$ cat src/hdl/vt100_pkg.sv
// ---------------------------------------------------------------------------
// VT100 parser package
// Action codes, parse states, byte constants and the controller/datapath
// command and status structures.
// ---------------------------------------------------------------------------
package vt100_pkg;

   localparam int MAX_PARAMS_DEFAULT = 10;

   localparam logic [5:0] ACT_PRINT           = 6'd0;
   localparam logic [5:0] ACT_BELL            = 6'd1;
   localparam logic [5:0] ACT_BACKSPACE       = 6'd2;
   localparam logic [5:0] ACT_TAB             = 6'd3;
   localparam logic [5:0] ACT_LINE_FEED       = 6'd4;
   localparam logic [5:0] ACT_CARRIAGE_RETURN = 6'd5;
   localparam logic [5:0] ACT_CURSOR_UP       = 6'd6;
   localparam logic [5:0] ACT_CURSOR_DOWN     = 6'd7;
   localparam logic [5:0] ACT_CURSOR_RIGHT    = 6'd8;
   localparam logic [5:0] ACT_CURSOR_LEFT     = 6'd9;
   localparam logic [5:0] ACT_SET_POS         = 6'd10;
   localparam logic [5:0] ACT_SET_REGION      = 6'd11;
   localparam logic [5:0] ACT_DEVICE_ATTR     = 6'd12;
   localparam logic [5:0] ACT_SAVE_CURSOR     = 6'd13;
   localparam logic [5:0] ACT_RESTORE_CURSOR  = 6'd14;
   localparam logic [5:0] ACT_ATTR_RESET      = 6'd15;
   localparam logic [5:0] ACT_ATTR_UNDERLINE  = 6'd16;
   localparam logic [5:0] ACT_ATTR_BLINK      = 6'd17;
   localparam logic [5:0] ACT_ATTR_INVERSE    = 6'd18;
   localparam logic [5:0] ACT_ATTR_INVISIBLE  = 6'd19;
   localparam logic [5:0] ACT_SET_FG          = 6'd20;
   localparam logic [5:0] ACT_SET_BG          = 6'd21;
   localparam logic [5:0] ACT_CLEAR_TO_END    = 6'd22;
   localparam logic [5:0] ACT_CLEAR_BEG       = 6'd23;
   localparam logic [5:0] ACT_CLEAR_SCREEN    = 6'd24;
   localparam logic [5:0] ACT_CLEAR_TO_EOL    = 6'd25;
   localparam logic [5:0] ACT_CLEAR_LINE_BEG  = 6'd26;
   localparam logic [5:0] ACT_CLEAR_LINE      = 6'd27;
   localparam logic [5:0] ACT_INSERT_LINES    = 6'd28;
   localparam logic [5:0] ACT_DELETE_LINES    = 6'd29;
   localparam logic [5:0] ACT_CLEAR_TAB       = 6'd30;
   localparam logic [5:0] ACT_CLEAR_ALL_TABS  = 6'd31;
   localparam logic [5:0] ACT_STATUS_OK       = 6'd32;
   localparam logic [5:0] ACT_POSITION_REPORT = 6'd33;
   localparam logic [5:0] ACT_REVERSE_INDEX   = 6'd34;
   localparam logic [5:0] ACT_SET_TAB         = 6'd35;
   localparam logic [5:0] ACT_ALIGN_PATTERN   = 6'd36;
   localparam logic [5:0] ACT_TERMINAL_RESET  = 6'd37;
   localparam logic [5:0] ACT_SET_APPCURSOR   = 6'd38;
   localparam logic [5:0] ACT_COLUMN_MODE     = 6'd39;
   localparam logic [5:0] ACT_SET_REVERSE     = 6'd40;
   localparam logic [5:0] ACT_SET_ORIGIN      = 6'd41;
   localparam logic [5:0] ACT_SET_AUTOWRAP    = 6'd42;

   localparam logic [7:0] CHR_C0_MAX  = 8'h1F;
   localparam logic [7:0] CHR_SPACE   = 8'h20;
   localparam logic [7:0] CHR_ZERO    = 8'h30;
   localparam logic [7:0] CHR_QUERY   = 8'h3F;
   localparam logic [7:0] CHR_ESC     = 8'h1B;
   localparam logic [7:0] CHR_CAN     = 8'h18;
   localparam logic [7:0] CHR_SUB     = 8'h1A;
   localparam logic [7:0] CHR_BEL     = 8'h07;
   localparam logic [7:0] SGR_FG_BASE    = 8'd30;
   localparam logic [7:0] SGR_FG_HI_BASE = 8'd90;
   localparam logic [7:0] SGR_BG_BASE    = 8'd40;
   localparam logic [7:0] SGR_BG_HI_BASE = 8'd100;
   localparam logic [7:0] SGR_FG_DEFAULT = 8'd39;
   localparam logic [7:0] SGR_BG_DEFAULT = 8'd49;

   typedef enum logic [2:0] {
      PS_TEXT      = 3'd0,
      PS_ESCAPE    = 3'd1,
      PS_CSI       = 3'd2,
      PS_STRING    = 3'd3,
      PS_SECONDARY = 3'd4,
      PS_CHARSET   = 3'd5,
      PS_HASH      = 3'd6
   } parse_state_type;

   // list expansion kinds
   typedef enum logic [1:0] {
      LIST_NONE = 2'd0,
      LIST_SGR  = 2'd1,
      LIST_PRIV = 2'd2
   } list_kind_type;

   // controller -> datapath
   typedef struct packed {
      logic       clear;     // clear parameters and private flag
      logic       digit;     // accumulate digit into current slot
      logic       next_slot; // ';'
      logic       set_priv;  // '?'
      logic       set_mode;  // h/l flag for private list
      logic [7:0] byte_val;
   } dp_cmd_type;

   // datapath -> controller
   typedef struct packed {
      logic [7:0] p0;
      logic [7:0] p1;
      logic       priv;
   } dp_status_type;

   function automatic logic is_final(input logic [7:0] c);
      return (c > 8'h40) && (c < 8'h7B);
   endfunction

endpackage

$ cat src/hdl/vt100_escape_sequence_parser_core.sv
// ---------------------------------------------------------------------------
// VT100 escape sequence parser core
// Turns received terminal bytes into display action items.
// ---------------------------------------------------------------------------
// Usage:
//  req channel carries one byte (req_rx_byte), accepted when req_valid is high
//  and req_stall low. rsp channel carries action items; rsp_last marks the
//  final item caused by a byte. Bytes that cause nothing produce no item.
//  A single-action byte's item appears on rsp in the cycle after it is accepted.
//  Throughput: one byte per cycle for single-action bytes when rsp does not
//  stall; ESC E and SGR or private-mode lists stall req until done, the list
//  walker reading one parameter slot per cycle when the output is free.
//  Reset clears the parse state, parameters and output register; the block is
//  ready for a byte in the first cycle after reset.
//  When the receiver stalls, the held item stays put and a new byte is taken
//  only if the output register will be free.
// ---------------------------------------------------------------------------
module vt100_escape_sequence_parser_core #(
   parameter int MAX_PARAMS = vt100_pkg::MAX_PARAMS_DEFAULT
) (
   input  logic       clock,
   input  logic       reset,
   input  logic       req_valid,
   output logic       req_stall,
   input  logic [7:0] req_rx_byte,
   output logic       rsp_valid,
   input  logic       rsp_stall,
   output logic [5:0] rsp_action,
   output logic [7:0] rsp_arg_a,
   output logic [7:0] rsp_arg_b,
   output logic       rsp_last
);
   vt100_pkg::dp_cmd_type    cmd;
   vt100_pkg::dp_status_type status;
   vt100_pkg::list_kind_type list_kind;
   logic       list_start, list_step, list_busy, list_hit, list_end, list_more;
   logic [5:0] list_action;
   logic [7:0] list_arg;

   vt100_controller u_ctl (
      .clock, .reset, .req_valid, .req_stall, .req_rx_byte,
      .rsp_valid, .rsp_stall, .rsp_action, .rsp_arg_a, .rsp_arg_b, .rsp_last,
      .cmd, .list_start, .list_kind, .list_step, .status,
      .list_busy, .list_hit, .list_end, .list_more, .list_action, .list_arg
   );

   vt100_datapath #(.MAX_PARAMS(MAX_PARAMS)) u_dp (
      .clock, .reset, .cmd, .list_start, .list_kind, .list_step, .status,
      .list_busy, .list_hit, .list_end, .list_more, .list_action, .list_arg
   );
endmodule

$ cat src/hdl/vt100_datapath.sv
// ---------------------------------------------------------------------------
// VT100 parser datapath
// Parameter slots, slot index, private flag, and the list expander that
// turns an SGR or private-mode list into actions, one slot per unstalled cycle.
// ---------------------------------------------------------------------------
module vt100_datapath #(
   parameter int MAX_PARAMS = vt100_pkg::MAX_PARAMS_DEFAULT
) (
   input  logic                     clock,
   input  logic                     reset,
   input  vt100_pkg::dp_cmd_type    cmd,
   input  logic                     list_start,
   input  vt100_pkg::list_kind_type list_kind,
   input  logic                     list_step,
   output vt100_pkg::dp_status_type status,
   output logic                     list_busy,
   output logic                     list_hit,
   output logic                     list_end,
   output logic                     list_more,
   output logic [5:0]               list_action,
   output logic [7:0]               list_arg
);
   localparam int IW = $clog2(MAX_PARAMS + 1);
   localparam int SW = $clog2(MAX_PARAMS);

   logic [7:0]    values_ff [MAX_PARAMS];
   logic [IW-1:0] index_ff;
   logic          priv_ff;
   logic [IW-1:0] walk_ff, walk_in, count_ff;
   vt100_pkg::list_kind_type kind_ff;
   logic          mode_ff;
   logic [7:0]    v;
   logic [7:0]    cur;
   logic          last_walk;

   function automatic logic slot_hit(vt100_pkg::list_kind_type kind, logic [7:0] val);
      logic hit;
      hit = 1'b0;
      if (kind == vt100_pkg::LIST_SGR)
         hit = (val == 8'd0) || (val == 8'd2) || (val == 8'd4) || (val == 8'd5)
            || (val == 8'd7) || (val == 8'd8)
            || (val == vt100_pkg::SGR_FG_DEFAULT) || (val == vt100_pkg::SGR_BG_DEFAULT)
            || (val >= vt100_pkg::SGR_FG_BASE && val <= vt100_pkg::SGR_FG_BASE + 8'd7)
            || (val >= vt100_pkg::SGR_FG_HI_BASE && val <= vt100_pkg::SGR_FG_HI_BASE + 8'd7)
            || (val >= vt100_pkg::SGR_BG_BASE && val <= vt100_pkg::SGR_BG_BASE + 8'd7)
            || (val >= vt100_pkg::SGR_BG_HI_BASE && val <= vt100_pkg::SGR_BG_HI_BASE + 8'd7);
      else if (kind == vt100_pkg::LIST_PRIV)
         hit = (val == 8'd1) || (val == 8'd3) || (val == 8'd5) || (val == 8'd6)
            || (val == 8'd7);
      return hit;
   endfunction

   assign cur = values_ff[index_ff[SW-1:0]];

   always_ff @(posedge clock) begin
      if (reset || cmd.clear) begin
         for (int i = 0; i < MAX_PARAMS; i++) values_ff[i] <= '0;
         index_ff <= '0;
         priv_ff  <= 1'b0;
      end else begin
         if (cmd.digit)
            values_ff[index_ff[SW-1:0]] <= 8'((cur << 3) + (cur << 1)
               + (cmd.byte_val - vt100_pkg::CHR_ZERO));
         if (cmd.next_slot && (index_ff < IW'(MAX_PARAMS - 1)))
            index_ff <= index_ff + 1'b1;
         if (cmd.set_priv) priv_ff <= 1'b1;
      end
   end

   assign status.p0   = values_ff[0];
   assign status.p1   = values_ff[1];
   assign status.priv = priv_ff;

   // list walker
   always_ff @(posedge clock) begin
      if (reset) begin
         kind_ff <= vt100_pkg::LIST_NONE;
         walk_ff <= '0;
      end else if (list_start) begin
         kind_ff  <= list_kind;
         walk_ff  <= '0;
         count_ff <= index_ff + 1'b1;
         mode_ff  <= cmd.set_mode;
      end else if (list_busy && list_step) begin
         walk_ff <= walk_in;
         if (last_walk) kind_ff <= vt100_pkg::LIST_NONE;
      end
   end

   assign walk_in   = walk_ff + 1'b1;
   assign last_walk = (walk_in == count_ff);
   assign list_busy = (kind_ff != vt100_pkg::LIST_NONE);
   assign list_end  = last_walk;
   assign v = values_ff[walk_ff[SW-1:0]];

   always_comb begin
      list_more = 1'b0;
      for (int i = 0; i < MAX_PARAMS; i++)
         if (IW'(i) > walk_ff && IW'(i) < count_ff && slot_hit(kind_ff, values_ff[i]))
            list_more = 1'b1;
   end

   always_comb begin
      list_hit    = 1'b0;
      list_action = vt100_pkg::ACT_PRINT;
      list_arg    = '0;
      if (kind_ff == vt100_pkg::LIST_SGR) begin
         list_hit = 1'b1;
         priority if (v == 8'd0 || v == 8'd2) list_action = vt100_pkg::ACT_ATTR_RESET;
         else if (v == 8'd4) list_action = vt100_pkg::ACT_ATTR_UNDERLINE;
         else if (v == 8'd5) list_action = vt100_pkg::ACT_ATTR_BLINK;
         else if (v == 8'd7) list_action = vt100_pkg::ACT_ATTR_INVERSE;
         else if (v == 8'd8) list_action = vt100_pkg::ACT_ATTR_INVISIBLE;
         else if (v == vt100_pkg::SGR_FG_DEFAULT) begin
            list_action = vt100_pkg::ACT_SET_FG;
            list_arg    = 8'd7;
         end else if (v == vt100_pkg::SGR_BG_DEFAULT) list_action = vt100_pkg::ACT_SET_BG;
         else if (v >= vt100_pkg::SGR_FG_BASE && v <= vt100_pkg::SGR_FG_BASE + 8'd7) begin
            list_action = vt100_pkg::ACT_SET_FG;
            list_arg    = v - vt100_pkg::SGR_FG_BASE;
         end else if (v >= vt100_pkg::SGR_FG_HI_BASE && v <= vt100_pkg::SGR_FG_HI_BASE + 8'd7) begin
            list_action = vt100_pkg::ACT_SET_FG;
            list_arg    = v - vt100_pkg::SGR_FG_HI_BASE;
         end else if (v >= vt100_pkg::SGR_BG_BASE && v <= vt100_pkg::SGR_BG_BASE + 8'd7) begin
            list_action = vt100_pkg::ACT_SET_BG;
            list_arg    = v - vt100_pkg::SGR_BG_BASE;
         end else if (v >= vt100_pkg::SGR_BG_HI_BASE && v <= vt100_pkg::SGR_BG_HI_BASE + 8'd7) begin
            list_action = vt100_pkg::ACT_SET_BG;
            list_arg    = v - vt100_pkg::SGR_BG_HI_BASE;
         end else list_hit = 1'b0;
      end else if (kind_ff == vt100_pkg::LIST_PRIV) begin
         list_hit = 1'b1;
         list_arg = {7'd0, mode_ff};
         unique case (v)
            8'd1:    list_action = vt100_pkg::ACT_SET_APPCURSOR;
            8'd3:    list_action = vt100_pkg::ACT_COLUMN_MODE;
            8'd5:    list_action = vt100_pkg::ACT_SET_REVERSE;
            8'd6:    list_action = vt100_pkg::ACT_SET_ORIGIN;
            8'd7:    list_action = vt100_pkg::ACT_SET_AUTOWRAP;
            default: list_hit    = 1'b0;
         endcase
      end
   end

   no_slot_overrun: assert property (@(posedge clock) disable iff (reset)
      index_ff <= IW'(MAX_PARAMS - 1))
      else $error("parameter slot index past last slot");
   walk_in_range: assert property (@(posedge clock) disable iff (reset)
      list_busy |-> walk_ff < count_ff)
      else $error("list walker beyond parameter count");
   no_clear_while_walking: assert property (@(posedge clock) disable iff (reset)
      list_busy |-> !cmd.digit)
      else $error("parameter written during list expansion");
endmodule

$ cat src/hdl/vt100_controller.sv
// ---------------------------------------------------------------------------
// VT100 parser controller
// Decodes each byte against the parse state, drives datapath commands and
// the output register, and sequences ESC E and list expansion.
// ---------------------------------------------------------------------------
module vt100_controller (
   input  logic                     clock,
   input  logic                     reset,
   input  logic                     req_valid,
   output logic                     req_stall,
   input  logic [7:0]               req_rx_byte,
   output logic                     rsp_valid,
   input  logic                     rsp_stall,
   output logic [5:0]               rsp_action,
   output logic [7:0]               rsp_arg_a,
   output logic [7:0]               rsp_arg_b,
   output logic                     rsp_last,
   output vt100_pkg::dp_cmd_type    cmd,
   output logic                     list_start,
   output vt100_pkg::list_kind_type list_kind,
   output logic                     list_step,
   input  vt100_pkg::dp_status_type status,
   input  logic                     list_busy,
   input  logic                     list_hit,
   input  logic                     list_end,
   input  logic                     list_more,
   input  logic [5:0]               list_action,
   input  logic [7:0]               list_arg
);
   typedef enum logic [1:0] {
      C_IDLE  = 2'd0,
      C_NEL   = 2'd1,
      C_LIST  = 2'd2
   } ctl_type;

   ctl_type                    ctl_ff;
   vt100_pkg::parse_state_type ps_ff, ps_in;
   logic       ov_ff;
   logic [5:0] act_ff;
   logic [7:0] a_ff, b_ff;
   logic       last_ff;

   logic       accept, out_free, out_load;
   logic       e_valid, e_last, go_nel, go_list;
   logic [5:0] e_act;
   logic [7:0] e_a, e_b;
   logic [7:0] c, p0, p1, n;
   logic       c0_in_seq;

   assign out_free = !ov_ff || !rsp_stall;
   assign req_stall = (ctl_ff != C_IDLE) || !out_free;
   assign accept = req_valid && !req_stall;
   assign c  = req_rx_byte;
   assign p0 = status.p0;
   assign p1 = status.p1;
   assign n  = (p0 == 8'd0) ? 8'd1 : p0;
   assign c0_in_seq = (c <= vt100_pkg::CHR_C0_MAX) && (ps_ff == vt100_pkg::PS_ESCAPE
      || ps_ff == vt100_pkg::PS_CSI || ps_ff == vt100_pkg::PS_SECONDARY);

   always_comb begin
      ps_in     = ps_ff;
      e_valid   = 1'b0;
      e_act     = vt100_pkg::ACT_PRINT;
      e_a       = '0;
      e_b       = '0;
      e_last    = 1'b1;
      go_nel    = 1'b0;
      go_list   = 1'b0;
      list_kind = vt100_pkg::LIST_NONE;
      cmd       = '0;
      cmd.byte_val = c;
      cmd.set_mode = (c == "h");
      if (c0_in_seq || ps_ff == vt100_pkg::PS_TEXT) begin
         if (c == vt100_pkg::CHR_ESC) begin
            ps_in = vt100_pkg::PS_ESCAPE;
            cmd.clear = 1'b1;
         end else if (c0_in_seq && (c == vt100_pkg::CHR_CAN || c == vt100_pkg::CHR_SUB)) begin
            ps_in = vt100_pkg::PS_TEXT;
            cmd.clear = 1'b1;
         end else if (c >= vt100_pkg::CHR_SPACE && c < 8'h80) begin
            e_valid = 1'b1;
            e_a     = c;
         end else begin
            e_valid = 1'b1;
            unique case (c)
               8'h07:               e_act = vt100_pkg::ACT_BELL;
               8'h08:               e_act = vt100_pkg::ACT_BACKSPACE;
               8'h09:               e_act = vt100_pkg::ACT_TAB;
               8'h0A, 8'h0B, 8'h0C: e_act = vt100_pkg::ACT_LINE_FEED;
               8'h0D:               e_act = vt100_pkg::ACT_CARRIAGE_RETURN;
               default:             e_valid = 1'b0;
            endcase
         end
      end else begin
         unique case (ps_ff)
            vt100_pkg::PS_ESCAPE: begin
               ps_in = vt100_pkg::PS_TEXT;
               if (c == "[") ps_in = vt100_pkg::PS_CSI;
               else if (c == "]" || c == "P" || c == "^" || c == "_")
                  ps_in = vt100_pkg::PS_STRING;
               else if (c == "(" || c == ")" || c == "*" || c == "+")
                  ps_in = vt100_pkg::PS_CHARSET;
               else if (c == "#") ps_in = vt100_pkg::PS_HASH;
               else if (c == "7") begin
                  e_valid = 1'b1; e_act = vt100_pkg::ACT_SAVE_CURSOR;
               end else if (c == "8") begin
                  e_valid = 1'b1; e_act = vt100_pkg::ACT_RESTORE_CURSOR;
               end else if (c == "c") begin
                  cmd.clear = 1'b1;
                  e_valid = 1'b1; e_act = vt100_pkg::ACT_TERMINAL_RESET;
               end else if (vt100_pkg::is_final(c)) begin
                  cmd.clear = 1'b1;
                  if (c == "D") begin
                     e_valid = 1'b1; e_act = vt100_pkg::ACT_LINE_FEED;
                  end else if (c == "M") begin
                     e_valid = 1'b1; e_act = vt100_pkg::ACT_REVERSE_INDEX;
                  end else if (c == "E") begin
                     e_valid = 1'b1; e_act = vt100_pkg::ACT_CARRIAGE_RETURN;
                     e_last = 1'b0; go_nel = 1'b1;
                  end else if (c == "H") begin
                     e_valid = 1'b1; e_act = vt100_pkg::ACT_SET_TAB;
                  end
               end
            end
            vt100_pkg::PS_CSI: begin
               if (c == vt100_pkg::CHR_QUERY) cmd.set_priv = 1'b1;
               else if (c == ">" || c == "=") ps_in = vt100_pkg::PS_SECONDARY;
               else if (c >= "0" && c <= "9") cmd.digit = 1'b1;
               else if (c == ";") cmd.next_slot = 1'b1;
               else if (vt100_pkg::is_final(c)) begin
                  ps_in = vt100_pkg::PS_TEXT;
                  if (status.priv) begin
                     if (c == "h" || c == "l") begin
                        go_list = 1'b1; list_kind = vt100_pkg::LIST_PRIV;
                     end else cmd.clear = 1'b1;
                  end else if (c == "m") begin
                     go_list = 1'b1; list_kind = vt100_pkg::LIST_SGR;
                  end else begin
                     cmd.clear = 1'b1;
                     e_valid = 1'b1;
                     priority case (c)
                        "A": begin e_act = vt100_pkg::ACT_CURSOR_UP;    e_a = n; end
                        "B": begin e_act = vt100_pkg::ACT_CURSOR_DOWN;  e_a = n; end
                        "C": begin e_act = vt100_pkg::ACT_CURSOR_RIGHT; e_a = n; end
                        "D": begin e_act = vt100_pkg::ACT_CURSOR_LEFT;  e_a = n; end
                        "H", "f": begin
                           e_act = vt100_pkg::ACT_SET_POS;
                           e_a = ((p1 == 8'd0) ? 8'd1 : p1) - 8'd1;
                           e_b = n - 8'd1;
                        end
                        "r": begin e_act = vt100_pkg::ACT_SET_REGION; e_a = p0; e_b = p1; end
                        "c": e_act = vt100_pkg::ACT_DEVICE_ATTR;
                        "s": e_act = vt100_pkg::ACT_SAVE_CURSOR;
                        "u": e_act = vt100_pkg::ACT_RESTORE_CURSOR;
                        "J": begin
                           if (p0 == 8'd0) e_act = vt100_pkg::ACT_CLEAR_TO_END;
                           else if (p0 == 8'd1) e_act = vt100_pkg::ACT_CLEAR_BEG;
                           else if (p0 == 8'd2) e_act = vt100_pkg::ACT_CLEAR_SCREEN;
                           else e_valid = 1'b0;
                        end
                        "K": begin
                           if (p0 == 8'd0) e_act = vt100_pkg::ACT_CLEAR_TO_EOL;
                           else if (p0 == 8'd1) e_act = vt100_pkg::ACT_CLEAR_LINE_BEG;
                           else if (p0 == 8'd2) e_act = vt100_pkg::ACT_CLEAR_LINE;
                           else e_valid = 1'b0;
                        end
                        "L": begin e_act = vt100_pkg::ACT_INSERT_LINES; e_a = n; end
                        "M": begin e_act = vt100_pkg::ACT_DELETE_LINES; e_a = n; end
                        "g": begin
                           if (p0 == 8'd0) e_act = vt100_pkg::ACT_CLEAR_TAB;
                           else if (p0 == 8'd3) e_act = vt100_pkg::ACT_CLEAR_ALL_TABS;
                           else e_valid = 1'b0;
                        end
                        "n": begin
                           if (p0 == 8'd5) e_act = vt100_pkg::ACT_STATUS_OK;
                           else if (p0 == 8'd6) e_act = vt100_pkg::ACT_POSITION_REPORT;
                           else e_valid = 1'b0;
                        end
                        default: e_valid = 1'b0;
                     endcase
                  end
               end else begin
                  ps_in = vt100_pkg::PS_TEXT;
                  cmd.clear = 1'b1;
               end
            end
            vt100_pkg::PS_STRING: begin
               if (c == vt100_pkg::CHR_BEL) ps_in = vt100_pkg::PS_TEXT;
               else if (c == vt100_pkg::CHR_ESC) begin
                  ps_in = vt100_pkg::PS_ESCAPE; cmd.clear = 1'b1;
               end
            end
            vt100_pkg::PS_SECONDARY: begin
               if (vt100_pkg::is_final(c)) begin
                  ps_in = vt100_pkg::PS_TEXT; cmd.clear = 1'b1;
               end
            end
            vt100_pkg::PS_CHARSET: ps_in = vt100_pkg::PS_TEXT;
            vt100_pkg::PS_HASH: begin
               ps_in = vt100_pkg::PS_TEXT;
               if (c == "8") begin
                  e_valid = 1'b1; e_act = vt100_pkg::ACT_ALIGN_PATTERN;
               end
            end
            default: begin
               ps_in = vt100_pkg::PS_TEXT; cmd.clear = 1'b1;
            end
         endcase
      end
      if (!accept) begin
         cmd.clear = 1'b0; cmd.digit = 1'b0; cmd.next_slot = 1'b0; cmd.set_priv = 1'b0;
      end
      // finish the list
      if (ctl_ff == C_LIST && list_step && list_end) cmd.clear = 1'b1;
   end

   assign list_start = accept && go_list;
   assign list_step  = (ctl_ff == C_LIST) && out_free;
   assign out_load   = (accept && e_valid) || (ctl_ff == C_NEL && out_free)
      || (ctl_ff == C_LIST && out_free && list_hit);

   always_ff @(posedge clock) begin
      if (reset) begin
         ctl_ff <= C_IDLE;
         ps_ff  <= vt100_pkg::PS_TEXT;
         ov_ff  <= 1'b0;
      end else begin
         if (out_load) ov_ff <= 1'b1;
         else if (!rsp_stall) ov_ff <= 1'b0;
         unique case (ctl_ff)
            C_IDLE: if (accept) begin
               ps_ff <= ps_in;
               if (e_valid) begin
                  act_ff <= e_act; a_ff <= e_a; b_ff <= e_b;
                  last_ff <= e_last;
               end
               if (go_nel) ctl_ff <= C_NEL;
               else if (go_list) ctl_ff <= C_LIST;
            end
            C_NEL: if (out_free) begin
               act_ff <= vt100_pkg::ACT_LINE_FEED;
               a_ff <= '0; b_ff <= '0; last_ff <= 1'b1;
               ctl_ff <= C_IDLE;
            end
            C_LIST: if (out_free) begin
               if (list_hit) begin
                  act_ff <= list_action; a_ff <= list_arg;
                  b_ff <= '0; last_ff <= !list_more;
               end
               if (list_end) ctl_ff <= C_IDLE;
            end
            default: ctl_ff <= C_IDLE;
         endcase
      end
   end

   assign rsp_valid  = ov_ff;
   assign rsp_action = act_ff;
   assign rsp_arg_a  = a_ff;
   assign rsp_arg_b  = b_ff;
   assign rsp_last   = last_ff;

   busy_stalls: assert property (@(posedge clock) disable iff (reset)
      (ctl_ff != C_IDLE) |-> req_stall)
      else $error("input taken during multi-action expansion");
   list_follows_walker: assert property (@(posedge clock) disable iff (reset)
      (ctl_ff == C_LIST) |-> list_busy)
      else $error("controller and list walker out of step");
   nel_line_feed: assert property (@(posedge clock) disable iff (reset)
      (ctl_ff == C_NEL && out_free) |=> (rsp_valid && rsp_action == vt100_pkg::ACT_LINE_FEED))
      else $error("next-line pair broken");
endmodule
$ cat config.mk
export PLATFORM = sky130hd
export DESIGN_NAME = vt100_escape_sequence_parser_core
export DESIGN_NICKNAME = d
export VERILOG_FILES = /design/src/hdl/vt100_pkg.sv /design/src/hdl/vt100_escape_sequence_parser_core.sv /design/src/hdl/vt100_datapath.sv /design/src/hdl/vt100_controller.sv
export SDC_FILE = /design/constraint.sdc
export NUM_CORES = 1
export LEC_CHECK = 0
export BUFFER_PORTS_ARGS = -buffer_cell sky130_fd_sc_hd__buf_2
export CORE_AREA = 2 2 168 170
export CTS_BUF_LIST = sky130_fd_sc_hd__clkbuf_8
export DETAILED_ROUTE_END_ITERATION = 10
export DIE_AREA = 0 0 170 172
export GPL_TIMING_DRIVEN = 0
export PLACE_DENSITY = 0.67
export SYNTH_ARGS = -nofsm -noshare
export SYNTH_HDL_FRONTEND = slang
export SYNTH_HIERARCHICAL = 1
export SYNTH_SLANG_ARGS = --single-unit
$ cat constraint.sdc
create_clock -name clock -period 7.2 [get_ports clock]
set_input_delay 2.16 -clock clock [delete_from_list [all_inputs] [get_ports clock]]
set_output_delay 2.16 -clock clock [all_outputs]
set_load 0.05 [all_outputs]
==> impl_results.md <==
* Synthesized area per cell at 9.97 µm²
* Mapped Area at 13500 µm²
* Top Ports at 37
* Max Fclk at between 100 and 150 MHz
* Post-Synthesis Net Count at 1400
* Crit path cell chain: buf_2 -> clkbuf_1 -> clkbuf_1 -> nand4bb_1 -> a21oi_1 -> or4_1 -> o311ai_1 -> a22o_1 -> nor2_1 -> and2_1 -> clkbuf_1 -> nand3_1 -> nor2_1
* Clock buffer depth at 2
* Sequential-to-total area share from yosys stat at 38.5%
* Hpwl dp at 32.3 mm
* Most frequent cells in the layout: nor2_1, edfxtp_1, nand2_1
* Layout area overhead at 7.63%
* Slowest cell on crit path: nor2_1
* Synth Area in Compound Gates at 17.2%
* Final setup fails at 0
* Worst VDD drop at approximately 100 µV
* Post-CTS setup buffer count at 0
* Lkg Pwr at 0.00481 µW
* CP dominant cell by count: clkbuf_1
* Share of cells above drive strength 1 at 13.6%
* Placer Congestion at between 0.9 and 1
* Crit path max-delay family: simple AND/OR/NAND/NOR gates
* Register area at a little over 5000 µm²
* Synth Instances at 1350
* Post-Route Setup TNS at 0 ns
* Wire length reported by the detailed router at 43.0 mm
* Fin. max-slew vios at 0
* First-pass GRT wire length at about 65 mm
* Post-layout nets at between 1000 and 1500
* Outcome: finished clean
* Synth Warn # at 6
* Max_cap viols at 0
* Top cell type's share of synthesized area at 34.8%
* Switching Share at 29.5%
* Critical Path Sink Type: register
* Net Switching at 657 µW
* # fillers at around 2500
* Comb pwr share at between 10% and 20%
* TritonCTS Buffers at 17
* Placed Cells at 1730
* Internal power at 1570 µW
* Vias/cell at 6.76
* Pin count of the biggest net entering global routing at 21
* Seq cells post-synth at 181
* Placement row count at 61
* Hold-fix buffers, CTS at 0
* Setup CP Type: in -> reg
* Post_cts resized at 0
* Crit path required time at 7.30 ns
* Multi-input gate area at ~7600 µm²
* CTS tree: yes
* Post-Synth Simple-Gate Area at 20.1%
* Core area at 27500 µm²
* Count of final hold-check violations at 0
* Largest family of logic cells by synthesized area: simple AND/OR/NAND/NOR gates
* H-tree Lvls at 4
* Buffers on Ports at 33
* Synth Area in Adders at under 10%
* WP data arrival at 6.77 ns
* Ys async rst share at 0%
* Area contributors post-synth: edfxtp_1, mux4_2, nor2_1, dfxtp_1, ha_1
* Worst hold path type: reg -> reg
* Post-DRT Antenna Nets at 0
* Worst-path fanout max at 10
* Post-route DRC violation count at 0
* Mux contribution to synthesized area at 12.2%
* Highest cell delay on the worst timing path at 0.87 ns
* Unrepaired setup endpoints after global routing: no
* Buf+Inv Stages, Crit Path at 4
* Clk Tree Root Cell: clkbuf_8
* Yosys cell types at 100
* Number of enable flip-flop cells after synthesis at roughly 160
* Pwr Density at 154 nW/µm²
* DR iter-0 viols at 1595
* Xor and xnor area share after synthesis at 2.34%
* Die W at approximately 170 µm
* Primary FF master, synth: edfxtp_1
* Commonest non-fill, non-tap cell in the layout: nor2_1
* Placed cell area at around 14000 µm²
* Sequential share of power at between 50% and 60%
* Num Clock Sinks at approximately 180
* Initial antenna violation count at 0
* Die area at 29200 µm²
* Vias in the first global route at 10700
* Worst-path clk slew at 0.10 ns
* Congestion Overflow GR at 0
* GRT Total Usage at 29.6%
* Crit path launch type: primary input
* Synth area leader: edfxtp_1
* Drt wl/cell at approximately 24 µm
* Slew @ Worst Pin at approximately 1.2 ns
* Diode count at 0
* Slew HR at ~17%
* Initial core utilization at 49.0%
* Die Ht at about 170 µm
* Via Count at 11900
* Core Util, Final at about 53%
* Period utilization at between 90% and 100%
* DR pass1 iterations at 6
* Final instance area at 14500 µm²
* Post-layout min period at 6.67 ns
* Setup Skew at 0.0217 ns
* Fin Hold WS at 0.490 ns
* Non-filler instance count after layout at between 1500 and 2000
* Clock latency at the later pin of the worst-skew pair at 0.48 ns
* Clock share of power at 32.9%
## cell usage after synthesis (all sizes together), types with 17 or more instances
master / number
nor2: 158
edfxtp: 156
nand2: 98
a21oi: 65
clkbuf: 64
mux4: 62
inv: 54
nor3: 54
o21ai: 39
buf: 38
nand3: 34
ha: 33
nand2b: 31
a22oi: 28
nor2b: 27
dfxtp: 25
xnor2: 23
nor4: 21
a211oi: 19
mux2i: 18
or3: 17
## state kept, by name, summed over array words and instances (netlist names), 2 cells and up, named ones only
name	flops
u_ctl/rsp_action	6
u_dp/walk_ff	4
u_dp/values_ff	128
u_dp/kind_ff	2
u_ctl/rsp_arg_b	8
u_ctl/ctl_ff	2
u_ctl/ps_ff	3
u_dp/index_ff	4
u_ctl/rsp_arg_a	8
u_dp/count_ff	4
## path summary, 6_finish.rpt
| path | to | depth (start not counted) | slack [ns] | from |
|---|---|---|---|---|
| max | u_dp/values_ff[15][4]$_DFFE_PP_ | 13 | 0.53 | req_rx_byte[5] |
| min | u_dp/priv_ff$_SDFFE_PP0P_ | 1 | 0.49 | u_dp/priv_ff$_SDFFE_PP0P_ |
| max reg2reg | u_dp/values_ff[10][7]$_DFFE_PP_ | 17 | 0.68 | register |
| min reg2reg | u_dp/priv_ff$_SDFFE_PP0P_ | 1 | 0.49 | u_dp/priv_ff$_SDFFE_PP0P_ |
## metrics by stage
step,setup slack [ns],power [µW]
6_report,0.532,2230
5_1_grt,0.412,2300
2_1_floorplan,1.70,1420
3_3_place_gp,0.249,1500
4_1_cts,0.696,2230
3_5_place_dp,0.258,1510
## worst register-to-register path: cells and delay by family (launching register included)
kind            cells  cell delay [ns]
fa+ha+maj           3             1.44
buf+inv             6             2.12
flops               1             0.39
xor+xnor            3             0.55
mux                 2             1.04
simple gates        1             0.51
compound gates      2             0.18
## power by group through the flow
stage / Clock, µW / Sequential, µW / Combinational (µW)
2_1_floorplan: 0 / 1210 / 211
3_3_place_gp: 0 / 1220 / 284
3_5_place_dp: 0 / 1220 / 288
4_1_cts: 743 / 1200 / 290
5_1_grt: 777 / 1200 / 322
6_report: 732 / 1200 / 295
## layout make-up
type	count	share of cell area, %
buffer	102	3.43
inverter	56	1.46
sequential	181	35.8
tap	346	2.99
clock buffer	17	1.61
clock inverter	15	1.23
timing repair buffer	34	1.22
multi-input combinational	1011	52.3
## routing by layer
layer | GRT usage [%] | routed length [µm] | part of all wire, % | vias up
met4 | 12.9 | 1950 | 4.5 | 0
met1 | 40.2 | 17000 | 40 | 5755
met2 | 47.5 | 19800 | 46 | 733
li1 | - | - | - | 5296
met3 | 4.21 | 4220 | 9.8 | 132
met5 | 0 | 0 | 0 | -
## cell families after synthesis
| family | count (synthesis) |
|---|---|
| adder cells (fa/ha/maj) | 45 |
| AND/OR/NAND/NOR | 527 |
| AO/OA/AOI/OAI | 318 |
| XOR/XNOR | 36 |
| multiplexers | 85 |
| buffers and inverters | 158 |
| flip-flops | 181 |
No activity file was read; power rests on OpenSTA's default activity.
